--- src/rtl/dlcsc_pkg.sv ---
`default_nettype none

package dlcsc_pkg;

    localparam int SAMPLE_W = 24;
    localparam int WORD_W   = 32;
    localparam int FRAC_W   = 16;
    localparam int PROD_W   = SAMPLE_W + WORD_W;
    localparam int ACC_W    = PROD_W + 2;
    localparam int QUOT_W   = ACC_W - FRAC_W;
    localparam int IDX_W    = 3;
    localparam int KIND_W   = 2;

    localparam logic [IDX_W-1:0] REG_GAIN_RIGHT    = 3'd0;
    localparam logic [IDX_W-1:0] REG_GAIN_LEFT     = 3'd1;
    localparam logic [IDX_W-1:0] REG_ZERO_RIGHT    = 3'd2;
    localparam logic [IDX_W-1:0] REG_ZERO_LEFT     = 3'd3;
    localparam logic [IDX_W-1:0] REG_DUAL_MODE     = 3'd4;
    localparam logic [IDX_W-1:0] REG_RIGHT_FIRST   = 3'd5;
    localparam logic [IDX_W-1:0] REG_REPORT_EACH   = 3'd6;
    localparam logic [IDX_W-1:0] REG_REPORT_ENABLE = 3'd7;

    localparam logic [KIND_W-1:0] KIND_NONE  = 2'd0;
    localparam logic [KIND_W-1:0] KIND_LEFT  = 2'd1;
    localparam logic [KIND_W-1:0] KIND_RIGHT = 2'd2;
    localparam logic [KIND_W-1:0] KIND_BOTH  = 2'd3;

    localparam logic signed [WORD_W-1:0] GAIN_ONE = 32'sd65536;

    typedef struct packed {
        logic                 left_side;
        logic [KIND_W-1:0]    kind;
        logic                 next_pair;
        logic                 left_pending;
        logic                 right_pending;
    } stage_ctl_t;

endpackage

`default_nettype wire

--- src/rtl/dual_load_cell_sample_conditioner.sv ---
// Path: a sample moves from the input register to the result register.
// Throughput: one sample per cycle while in_stall is low; the input register and
// the result register form a two-entry pipeline, so in_stall rises only while
// both are full and out_stall is high.
// Reset: asynchronous, active low; configuration returns to its defaults,
// the first pair is selected, flags and stored values clear.
`default_nettype none

module dual_load_cell_sample_conditioner
(
    input  wire logic                                  clk,
    input  wire logic                                  rst_n,

    input  wire logic                                  cfg_we,
    input  wire logic [dlcsc_pkg::IDX_W-1:0]           cfg_index,
    input  wire logic [dlcsc_pkg::WORD_W-1:0]          cfg_data,

    input  wire logic                                  in_valid,
    output logic                                       in_stall,
    input  wire logic signed [dlcsc_pkg::SAMPLE_W-1:0] sample,

    output logic                                       out_valid,
    input  wire logic                                  out_stall,
    output logic [dlcsc_pkg::KIND_W-1:0]               notify_kind,
    output logic signed [dlcsc_pkg::WORD_W-1:0]        force_left,
    output logic signed [dlcsc_pkg::WORD_W-1:0]        force_right,
    output logic signed [dlcsc_pkg::SAMPLE_W-1:0]      raw_left,
    output logic signed [dlcsc_pkg::SAMPLE_W-1:0]      raw_right,
    output logic                                       next_pair,
    output logic                                       left_pending,
    output logic                                       right_pending
);

    logic signed [dlcsc_pkg::WORD_W-1:0]   gain_right_reg;
    logic signed [dlcsc_pkg::WORD_W-1:0]   gain_left_reg;
    logic signed [dlcsc_pkg::WORD_W-1:0]   zero_right_reg;
    logic signed [dlcsc_pkg::WORD_W-1:0]   zero_left_reg;
    logic                                  dual_mode_reg;
    logic                                  right_first_reg;
    logic                                  report_each_reg;
    logic                                  report_enable_reg;

    logic                                  on_first_pair_reg;
    logic                                  on_first_pair_next;
    logic                                  left_flag_reg;
    logic                                  left_flag_next;
    logic                                  right_flag_reg;
    logic                                  right_flag_next;

    logic                                  s1_valid_reg;
    logic signed [dlcsc_pkg::SAMPLE_W-1:0] s1_sample_reg;
    dlcsc_pkg::stage_ctl_t                 s1_ctl_reg;
    dlcsc_pkg::stage_ctl_t                 s1_ctl_next;

    logic                                  out_valid_reg;
    logic [dlcsc_pkg::KIND_W-1:0]          kind_reg;
    logic signed [dlcsc_pkg::WORD_W-1:0]   force_left_reg;
    logic signed [dlcsc_pkg::WORD_W-1:0]   force_right_reg;
    logic signed [dlcsc_pkg::SAMPLE_W-1:0] raw_left_reg;
    logic signed [dlcsc_pkg::SAMPLE_W-1:0] raw_right_reg;
    logic                                  next_pair_reg;
    logic                                  left_pending_reg;
    logic                                  right_pending_reg;

    logic                                  in_acc;
    logic                                  adv_out;
    logic                                  side_left;
    logic                                  lf_set;
    logic                                  rf_set;
    logic                                  rep_left;
    logic                                  rep_right;

    logic signed [dlcsc_pkg::WORD_W-1:0]   sel_gain;
    logic signed [dlcsc_pkg::WORD_W-1:0]   sel_zero;
    logic signed [dlcsc_pkg::PROD_W-1:0]   prod;
    logic signed [dlcsc_pkg::ACC_W-1:0]    acc;
    logic signed [dlcsc_pkg::QUOT_W-1:0]   quot;
    logic signed [dlcsc_pkg::WORD_W-1:0]   force_sat;

    assign adv_out  = s1_valid_reg && (!out_valid_reg || !out_stall);
    assign in_stall = s1_valid_reg && !(!out_valid_reg || !out_stall);
    assign in_acc   = in_valid && !in_stall;

    // side selection, pair toggle and report flags for the accepted item
    always_comb
    begin
        side_left = (on_first_pair_reg != right_first_reg);
        lf_set    = left_flag_reg || side_left;
        rf_set    = right_flag_reg || !side_left;
        rep_left  = 1'b0;
        rep_right = 1'b0;
        if (report_enable_reg)
        begin
            if (report_each_reg)
            begin
                rep_left  = lf_set;
                rep_right = rf_set;
            end
            else if (lf_set && rf_set)
            begin
                rep_left  = 1'b1;
                rep_right = 1'b1;
            end
        end
        on_first_pair_next = dual_mode_reg ? !on_first_pair_reg : on_first_pair_reg;
        left_flag_next     = lf_set && !rep_left;
        right_flag_next    = rf_set && !rep_right;

        s1_ctl_next.left_side     = side_left;
        s1_ctl_next.kind          = {rep_right, rep_left};
        s1_ctl_next.next_pair     = !on_first_pair_next;
        s1_ctl_next.left_pending  = left_flag_next;
        s1_ctl_next.right_pending = right_flag_next;
    end

    // scale, offset, round half up, saturate
    always_comb
    begin
        sel_gain = s1_ctl_reg.left_side ? gain_left_reg : gain_right_reg;
        sel_zero = s1_ctl_reg.left_side ? zero_left_reg : zero_right_reg;
        prod     = dlcsc_pkg::PROD_W'(s1_sample_reg) * dlcsc_pkg::PROD_W'(sel_gain);
        acc      = dlcsc_pkg::ACC_W'(prod)
                 - (dlcsc_pkg::ACC_W'(sel_zero) <<< dlcsc_pkg::FRAC_W)
                 + (dlcsc_pkg::ACC_W'(1) <<< (dlcsc_pkg::FRAC_W - 1));
        quot     = dlcsc_pkg::QUOT_W'(acc >>> dlcsc_pkg::FRAC_W);
        if (quot[dlcsc_pkg::QUOT_W-1:dlcsc_pkg::WORD_W-1] == '0
            || quot[dlcsc_pkg::QUOT_W-1:dlcsc_pkg::WORD_W-1] == '1)
        begin
            force_sat = quot[dlcsc_pkg::WORD_W-1:0];
        end
        else if (quot[dlcsc_pkg::QUOT_W-1])
        begin
            force_sat = {1'b1, {(dlcsc_pkg::WORD_W-1){1'b0}}};
        end
        else
        begin
            force_sat = {1'b0, {(dlcsc_pkg::WORD_W-1){1'b1}}};
        end
    end

    always_ff @(posedge clk or negedge rst_n)
    begin
        if (!rst_n)
        begin
            gain_right_reg    <= dlcsc_pkg::GAIN_ONE;
            gain_left_reg     <= dlcsc_pkg::GAIN_ONE;
            zero_right_reg    <= '0;
            zero_left_reg     <= '0;
            dual_mode_reg     <= 1'b1;
            right_first_reg   <= 1'b1;
            report_each_reg   <= 1'b0;
            report_enable_reg <= 1'b1;
        end
        else if (cfg_we)
        begin
            unique case (cfg_index)
                dlcsc_pkg::REG_GAIN_RIGHT:    gain_right_reg    <= cfg_data;
                dlcsc_pkg::REG_GAIN_LEFT:     gain_left_reg     <= cfg_data;
                dlcsc_pkg::REG_ZERO_RIGHT:    zero_right_reg    <= cfg_data;
                dlcsc_pkg::REG_ZERO_LEFT:     zero_left_reg     <= cfg_data;
                dlcsc_pkg::REG_DUAL_MODE:     dual_mode_reg     <= cfg_data[0];
                dlcsc_pkg::REG_RIGHT_FIRST:   right_first_reg   <= cfg_data[0];
                dlcsc_pkg::REG_REPORT_EACH:   report_each_reg   <= cfg_data[0];
                dlcsc_pkg::REG_REPORT_ENABLE: report_enable_reg <= cfg_data[0];
                default:                      ;
            endcase
        end
    end

    always_ff @(posedge clk or negedge rst_n)
    begin
        if (!rst_n)
        begin
            on_first_pair_reg <= 1'b1;
            left_flag_reg     <= 1'b0;
            right_flag_reg    <= 1'b0;
            s1_valid_reg      <= 1'b0;
        end
        else
        begin
            if (in_acc)
            begin
                on_first_pair_reg <= on_first_pair_next;
                left_flag_reg     <= left_flag_next;
                right_flag_reg    <= right_flag_next;
                s1_valid_reg      <= 1'b1;
            end
            else if (adv_out)
            begin
                s1_valid_reg <= 1'b0;
            end
        end
    end

    always_ff @(posedge clk)
    begin
        if (in_acc)
        begin
            s1_sample_reg <= sample;
            s1_ctl_reg    <= s1_ctl_next;
        end
    end

    // stored force and raw values live in the result register
    always_ff @(posedge clk or negedge rst_n)
    begin
        if (!rst_n)
        begin
            out_valid_reg   <= 1'b0;
            force_left_reg  <= '0;
            force_right_reg <= '0;
            raw_left_reg    <= '0;
            raw_right_reg   <= '0;
        end
        else
        begin
            if (adv_out)
            begin
                out_valid_reg <= 1'b1;
                if (s1_ctl_reg.left_side)
                begin
                    force_left_reg <= force_sat;
                    raw_left_reg   <= s1_sample_reg;
                end
                else
                begin
                    force_right_reg <= force_sat;
                    raw_right_reg   <= s1_sample_reg;
                end
            end
            else if (!out_stall)
            begin
                out_valid_reg <= 1'b0;
            end
        end
    end

    always_ff @(posedge clk)
    begin
        if (adv_out)
        begin
            kind_reg          <= s1_ctl_reg.kind;
            next_pair_reg     <= s1_ctl_reg.next_pair;
            left_pending_reg  <= s1_ctl_reg.left_pending;
            right_pending_reg <= s1_ctl_reg.right_pending;
        end
    end

    assign out_valid     = out_valid_reg;
    assign notify_kind   = kind_reg;
    assign force_left    = force_left_reg;
    assign force_right   = force_right_reg;
    assign raw_left      = raw_left_reg;
    assign raw_right     = raw_right_reg;
    assign next_pair     = next_pair_reg;
    assign left_pending  = left_pending_reg;
    assign right_pending = right_pending_reg;

    a_no_overrun: assert property (@(posedge clk) disable iff (!rst_n)
        in_acc |-> (!s1_valid_reg || adv_out))
        else $error("item accepted into a full input register");

    a_advance_fills_out: assert property (@(posedge clk) disable iff (!rst_n)
        adv_out |=> out_valid_reg)
        else $error("result register not loaded on advance");

    a_each_clears: assert property (@(posedge clk) disable iff (!rst_n)
        (in_acc && report_enable_reg && report_each_reg) |=> (!left_flag_reg && !right_flag_reg))
        else $error("flags left pending in single report mode");

    a_pair_toggle: assert property (@(posedge clk) disable iff (!rst_n)
        (in_acc && dual_mode_reg) |=> (on_first_pair_reg != $past(on_first_pair_reg)))
        else $error("input pair did not toggle in dual mode");

endmodule

`default_nettype wire

--- config.mk ---
export PLATFORM = sky130hd
export DESIGN_NAME = dual_load_cell_sample_conditioner
export DESIGN_NICKNAME = d
export VERILOG_FILES = /design/src/rtl/dlcsc_pkg.sv /design/src/rtl/dual_load_cell_sample_conditioner.sv
export SDC_FILE = /design/constraint.sdc
export NUM_CORES = 2
export LEC_CHECK = 0
export ABC_AREA = 1
export BUFFER_PORTS_ARGS = -buffer_cell sky130_fd_sc_hd__buf_2
export CAP_MARGIN = 10
export CELL_PAD_IN_SITES_DETAIL_PLACEMENT = 0
export CELL_PAD_IN_SITES_GLOBAL_PLACEMENT = 1
export CORE_ASPECT_RATIO = 0.5
export CORE_MARGIN = 1.5
export CORE_UTILIZATION = 50
export CTS_BUF_LIST = sky130_fd_sc_hd__clkbuf_4 sky130_fd_sc_hd__clkbuf_8
export CTS_CLUSTER_DIAMETER = 50
export CTS_CLUSTER_SIZE = 20
export DETAILED_ROUTE_END_ITERATION = 16
export PLACE_DENSITY = 0.81
export SLEW_MARGIN = 20
export SYNTH_ARGS = -nofsm -noshare
export SYNTH_HDL_FRONTEND = slang
export SYNTH_SLANG_ARGS = --single-unit
--- constraint.sdc ---
create_clock -name clk -period 15.35 [get_ports clk]
set_input_delay 0 -clock clk [delete_from_list [all_inputs] [get_ports clk]]
set_output_delay 0 -clock clk [all_outputs]
set_load 0.005 [all_outputs]
== Word-level counts from Yosys, hierarchy flattened ==
Cells that the tools add are included.

* $mul: 1
* Reduce and logical (&&, ||, !) cells: 32
* Bitwise gates (word level): 1
* Mux-type cells: 14
* Equal/unequal tests: 10
* Add/subtract/negate cells: 2

{| class="wikitable"
|+ Operators by type and width
! operator !! number
|-
| 32-bit two-way mux || 4
|-
| 57-bit by 17-bit adder with 58-bit output, second input constant || 1
|-
| 56-bit by 48-bit subtractor with 57-bit output || 1
|-
| 24-bit by 32-bit multiplier with 56-bit output || 1
|-
| 2-bit AND reduction || 10
|-
| 3-bit equality test, second input constant || 4
|-
| 11-bit equality test, second input constant || 1
|-
| 11-bit zero test || 1
|-
| 1-bit two-way mux || 10
|-
| 1-bit zero test || 9
|-
| 3-bit by 2-bit equality test with 1-bit output, second input constant || 2
|-
| 1-bit logical AND || 6
|-
| 1-bit logical OR || 4
|-
| 3-bit by 1-bit equality test with 1-bit output, second input constant || 1
|-
| 3-bit zero test || 1
|-
| 2-bit by 1-bit != test with 1-bit output, second input constant || 1
|-
| 2-bit nonzero test || 1
|-
| 1-bit != test || 1
|-
| 1-bit NOT || 1
|}

* Input bits: 64
* Logic and storage cells: 87
* Flip-flop bits (word level): 284
* Output and inout bits: 119

== Logic depth before layout (Yosys ltp) ==
* Depth after elaboration: 9
* Depth in mapped cells: 43
* Gate-level depth less buffers: 40

== Worst setup path after synthesis ==
Ideal clock, no wire load.

* Kind: register to register
* From: register s1_ctl_reg[5] in the netlist's numbering
* To: register force_left_reg (netlist bit force_left[10])
* Stages on the path, launching flop included: 35
* Setup slack: 7,567 ps
* Library setup time: 117 ps
* Data arrival time: 7,667 ps
* Period minus slack after synthesis: 7,783 ps
* Required time: 15,233 ps
* Cell sequence: edfxtp_1 -> buf_4 -> clkbuf_1 -> or2_2 -> nand2_1 -> clkbuf_1 -> nor2_1 -> fa_1 -> fa_1 -> fa_1 -> fa_1 -> fa_1 -> inv_1 -> fa_1 -> fa_1 -> inv_1 -> ha_1 -> nand2_1 -> nor2_1 -> inv_1 -> nor2_1 -> inv_1 -> nor4_1 -> nand2_1 -> nand2_1 -> nand2_1 -> nand2_1 -> nand3_1 -> nor2_1 -> nand3_2 -> nand3_2 -> buf_6 -> nand2_2 -> nand2_1 -> nand2_1

* Word-level cells in the longest chain between the ends: 7
* Elaborated cells between the ends (all ways): 11
* Those cells by class: add/sub: 2; mul: 1; eq/ne: 1; mux: 4; reduce/logical: 3

{| class="wikitable"
|+ RTL lines
! element !! RTL line !! source
|-
| start, declared || dual_load_cell_sample_conditioner.sv:52 || <nowiki>dlcsc_pkg::stage_ctl_t s1_ctl_reg;</nowiki>
|-
| start signal, assigned || dual_load_cell_sample_conditioner.sv:200 || <nowiki>s1_ctl_reg <= s1_ctl_next;</nowiki>
|-
| 32-bit two-way mux || dual_load_cell_sample_conditioner.sv:119 || <nowiki>sel_gain = s1_ctl_reg.left_side ? gain_left_reg : gain_right_reg;</nowiki>
|-
| 24-bit by 32-bit multiplier with 56-bit output || dual_load_cell_sample_conditioner.sv:121 || <nowiki>prod = dlcsc_pkg::PROD_W'(s1_sample_reg) * dlcsc_pkg::PROD_W'(sel_gain);</nowiki>
|-
| 56-bit by 48-bit subtractor with 57-bit output || dual_load_cell_sample_conditioner.sv:123 || <nowiki>- (dlcsc_pkg::ACC_W'(sel_zero) <<< dlcsc_pkg::FRAC_W)</nowiki>
|-
| 57-bit by 17-bit adder with 58-bit output || dual_load_cell_sample_conditioner.sv:124 || <nowiki>+ (dlcsc_pkg::ACC_W'(1) <<< (dlcsc_pkg::FRAC_W - 1));</nowiki>
|-
| 11-bit equality test / 11-bit zero test (equally long branches) || dual_load_cell_sample_conditioner.sv:127, dual_load_cell_sample_conditioner.sv:126 ||
|-
| 1-bit logical OR || dual_load_cell_sample_conditioner.sv:127 || <nowiki>|| quot[dlcsc_pkg::QUOT_W-1:dlcsc_pkg::WORD_W-1] == '1)</nowiki>
|-
| 32-bit two-way mux || dual_load_cell_sample_conditioner.sv:126 || <nowiki>if (quot[dlcsc_pkg::QUOT_W-1:dlcsc_pkg::WORD_W-1] == '0</nowiki>
|-
| end signal, assigned || dual_load_cell_sample_conditioner.sv:222 || <nowiki>force_left_reg <= force_sat;</nowiki>
|-
| end, declared || dual_load_cell_sample_conditioner.sv:57 || <nowiki>logic signed [dlcsc_pkg::WORD_W-1:0] force_left_reg;</nowiki>
|}

Several ways; a longest one is shown, not always the timed one.
A chain may end at the register's enable or synchronous reset.

== Worst setup path in the final report ==
* From: register s1_ctl_reg[5] in the netlist's numbering
* To: register force_right_reg (netlist bit force_right[0])

* Word-level cells in the longest chain between the ends: 7
* Elaborated cells between the ends (all ways): 12
* Those cells by class: add/sub: 2; mul: 1; eq/ne: 1; mux: 4; bitwise: 1; reduce/logical: 3

{| class="wikitable"
|+ RTL lines
! element !! RTL line !! source
|-
| 32-bit two-way mux || dual_load_cell_sample_conditioner.sv:119 ||
|-
| 24-bit by 32-bit multiplier with 56-bit output || dual_load_cell_sample_conditioner.sv:121 ||
|-
| 56-bit by 48-bit subtractor with 57-bit output || dual_load_cell_sample_conditioner.sv:123 ||
|-
| 57-bit by 17-bit adder with 58-bit output || dual_load_cell_sample_conditioner.sv:124 ||
|-
| 11-bit equality test / 11-bit zero test (equally long branches) || dual_load_cell_sample_conditioner.sv:127, dual_load_cell_sample_conditioner.sv:126 ||
|-
| 1-bit logical OR || dual_load_cell_sample_conditioner.sv:127 ||
|-
| 32-bit two-way mux || dual_load_cell_sample_conditioner.sv:126 ||
|-
| end signal, assigned || dual_load_cell_sample_conditioner.sv:227 || <nowiki>force_right_reg <= force_sat;</nowiki>
|-
| end, declared || dual_load_cell_sample_conditioner.sv:58 || <nowiki>logic signed [dlcsc_pkg::WORD_W-1:0] force_right_reg;</nowiki>
|}

Several ways; a longest one is shown, not always the timed one.

==> impl_metrics.ini <==
[synthesis]
async_flop_share_pct = 87.7
synth.largest_area_cell = fa_1
synth_cell_type_count = 42
ys_warn_count = 0
synth_cells = 4607
ys_ff_latch = 284
synthFlopType = dfrtp_1
synth_fp_nets = 5654
synth_seq_area_share_pct = 18.2
yosys-top-cells-area = fa_1 42%, dfrtp_1 15%, inv_1 9.5%, nand2_1 9.2%, nor2_1 4.8%
synth_area_um2 = 40000
avgSynthCellArea_um2 = 8.68
synth_edf_count = 35
yosysTopAreaCellShare_pct = 42.2

[cts]
cts_htree_levels = 1
clk_path_buf_depth = 3
clkLatencyLatePin_ns = 0.70
cts_tree = built
clkSinkCount = 284
ctsResizeCount = 0
numCtsBuffers = 25
cts_root_buf = clkbuf_8
path_clk_slew_ns = 0.13
post_cts_buffers = 0

[run_status]
status = finished with violations
violations = antenna violations

[grt]
grt_pass1_vias = 33400
antenna_found_initial = 2
grt_pass1_wl_mm = 199
track_usage_pct = 32.4
grt_overflow_total = 0
grt_max_degree = 138

[layout]
final_common_cell = inv_1
area_growth_pct = 8.25
design_area_um2 = 43300
drive_above_1_share_pct = 9.43
final_cell_mix = 1006 x inv_1, 975 x nand2_1, 843 x fa_1, 510 x nor2_1, 243 x dfrtp_1
stdcell_count = 5833
final_nets = 5802
seq_area_um2 = 7290
multi_input_area_um2 = 28100
fillers = 7487

[floorplanning]
die_y_um = 203
std_cell_rows = 73
die-area_um2 = 81800
die_x_um = 403
start_util_pct = 50.4
core-area_um2 = 79300
io_pins = 183

[place]
gp_congestion = 1.06
placed_cell_area_um2 = 41800
dp_hpwl_mm = 103
portBuffers = 182
place_inst = 5694

[detailed_routing]
ant_nets = 1
drtIter0Drc = 2723
drc_errors = 0
drt_wl_total_mm = 126
vias = 31100
firstDrtPassIters = 5
via_per_inst = 5.32
drt-wirelength-per-cell_um = 21.6

[worst_setup_path]
slowest_stage = inv_1
max_stage_delay_ns = 0.77
crit_family = adder cells
worstSetupPathType = reg -> reg
cp.arrival_ns = 11.35
path_buf_inv = 8
cp-start-kind = flip-flop
endpoint_kind = flip-flop
critPathMaxFanout = 54
cp.required_ns = 15.93

[timing]
max_freq_mhz = 92.8
hold_viol_final = 0
worstMarginPinSlew_ns = 1.21
slew_viol_final = 0
period_share_pct = 70.2
rsz0062_at_grt = no
post-route-min-period_ns = 10.77
fin_tns_setup_ns = 0
setup_viol = 0
skew_ns = 0.0547
relSlewSlack_pct = 19.5

[hold_path]
hold_class = in -> reg

[run]
cap_violations = 0
cell type report:
cell class | instances | share of cell area [%]
inverters | 1023 | 8.87
flip-flops and latches | 284 | 16.8
clock buffers | 29 | 0.865
clock inverters | 15 | 0.440
multi-input cells | 3109 | 64.9
well taps | 1050 | 3.04
repair buffers | 312 | 4.94
diodes | 11 | 0.0636
logic make-up after synthesis:
family | synth area share, %
compound gates | 4.76
simple gates | 17.2
buf+inv | 11.6
flops | 18.2
fa+ha+maj | 46.6
mux | 0.726
xor+xnor | 0.876
per-layer routing:
layer	routed length [um]	share of wire (%)	vias up	global-route usage (%)
li1	-	-	13600	-
met1	54300	43	16000	46.8
met2	54500	43	1219	48.6
met3	13700	11	170	8.78
met4	3230	2.6	0	8.17
met5	0	0	-	0
through the flow:
step	hold slack, ns	utilization, %	worst slack [ns]
2_1_floorplan	-0.296	-	7.57
3_3_place_gp	0.115	52.7	4.91
3_5_place_dp	0.133	52.7	4.83
4_1_cts	0.00460	54.5	4.81
5_1_grt	0.0362	54.5	4.15
6_report	0.0638	54.6	4.58
final timing paths:
kind | start | to | slack (ns) | cells after the start
max reg2reg | s1_ctl_reg[5] | force_right[0] | 4.58 | 33
max | s1_ctl_reg[5] | force_right[0] | 4.58 | 33
min | sample[2] | s1_sample_reg[2] | 0.06 | 2
min in group asynchronous | rst_n | raw_right[3] | 0.43 | 3
min reg2reg | s1_ctl_reg[4] | notify_kind[1] | 0.42 | 0
max in group asynchronous | rst_n | zero_left_reg[30] | 13.74 | 4
synth_stat cells, types with 7 or more instances:
cell type / number
nand2_2: 77
o21a_1: 8
dfrtp_1: 243
clkinv_1: 8
xnor2_1: 15
nor2_1: 512
inv_1: 1009
clkbuf_1: 175
xor2_1: 25
a21boi_0: 7
o21ai_0: 232
a31oi_1: 10
edfxtp_1: 35
fa_1: 843
nand2_1: 978
o21bai_1: 11
ha_1: 140
nand3_1: 36
mux2i_1: 29
nor3_1: 9
a21oi_1: 80
nand3_2: 7
or2_2: 63
timing repair:
item                                    CTS  global route
hold buffers                             84             0
endpoints found under the hold margin   283             0
endpoints found under the setup margin    0             0
Power is left out: the tool's default activity adds up to more than one toggle a clock period on the data nets, which glitch-free logic cannot reach.
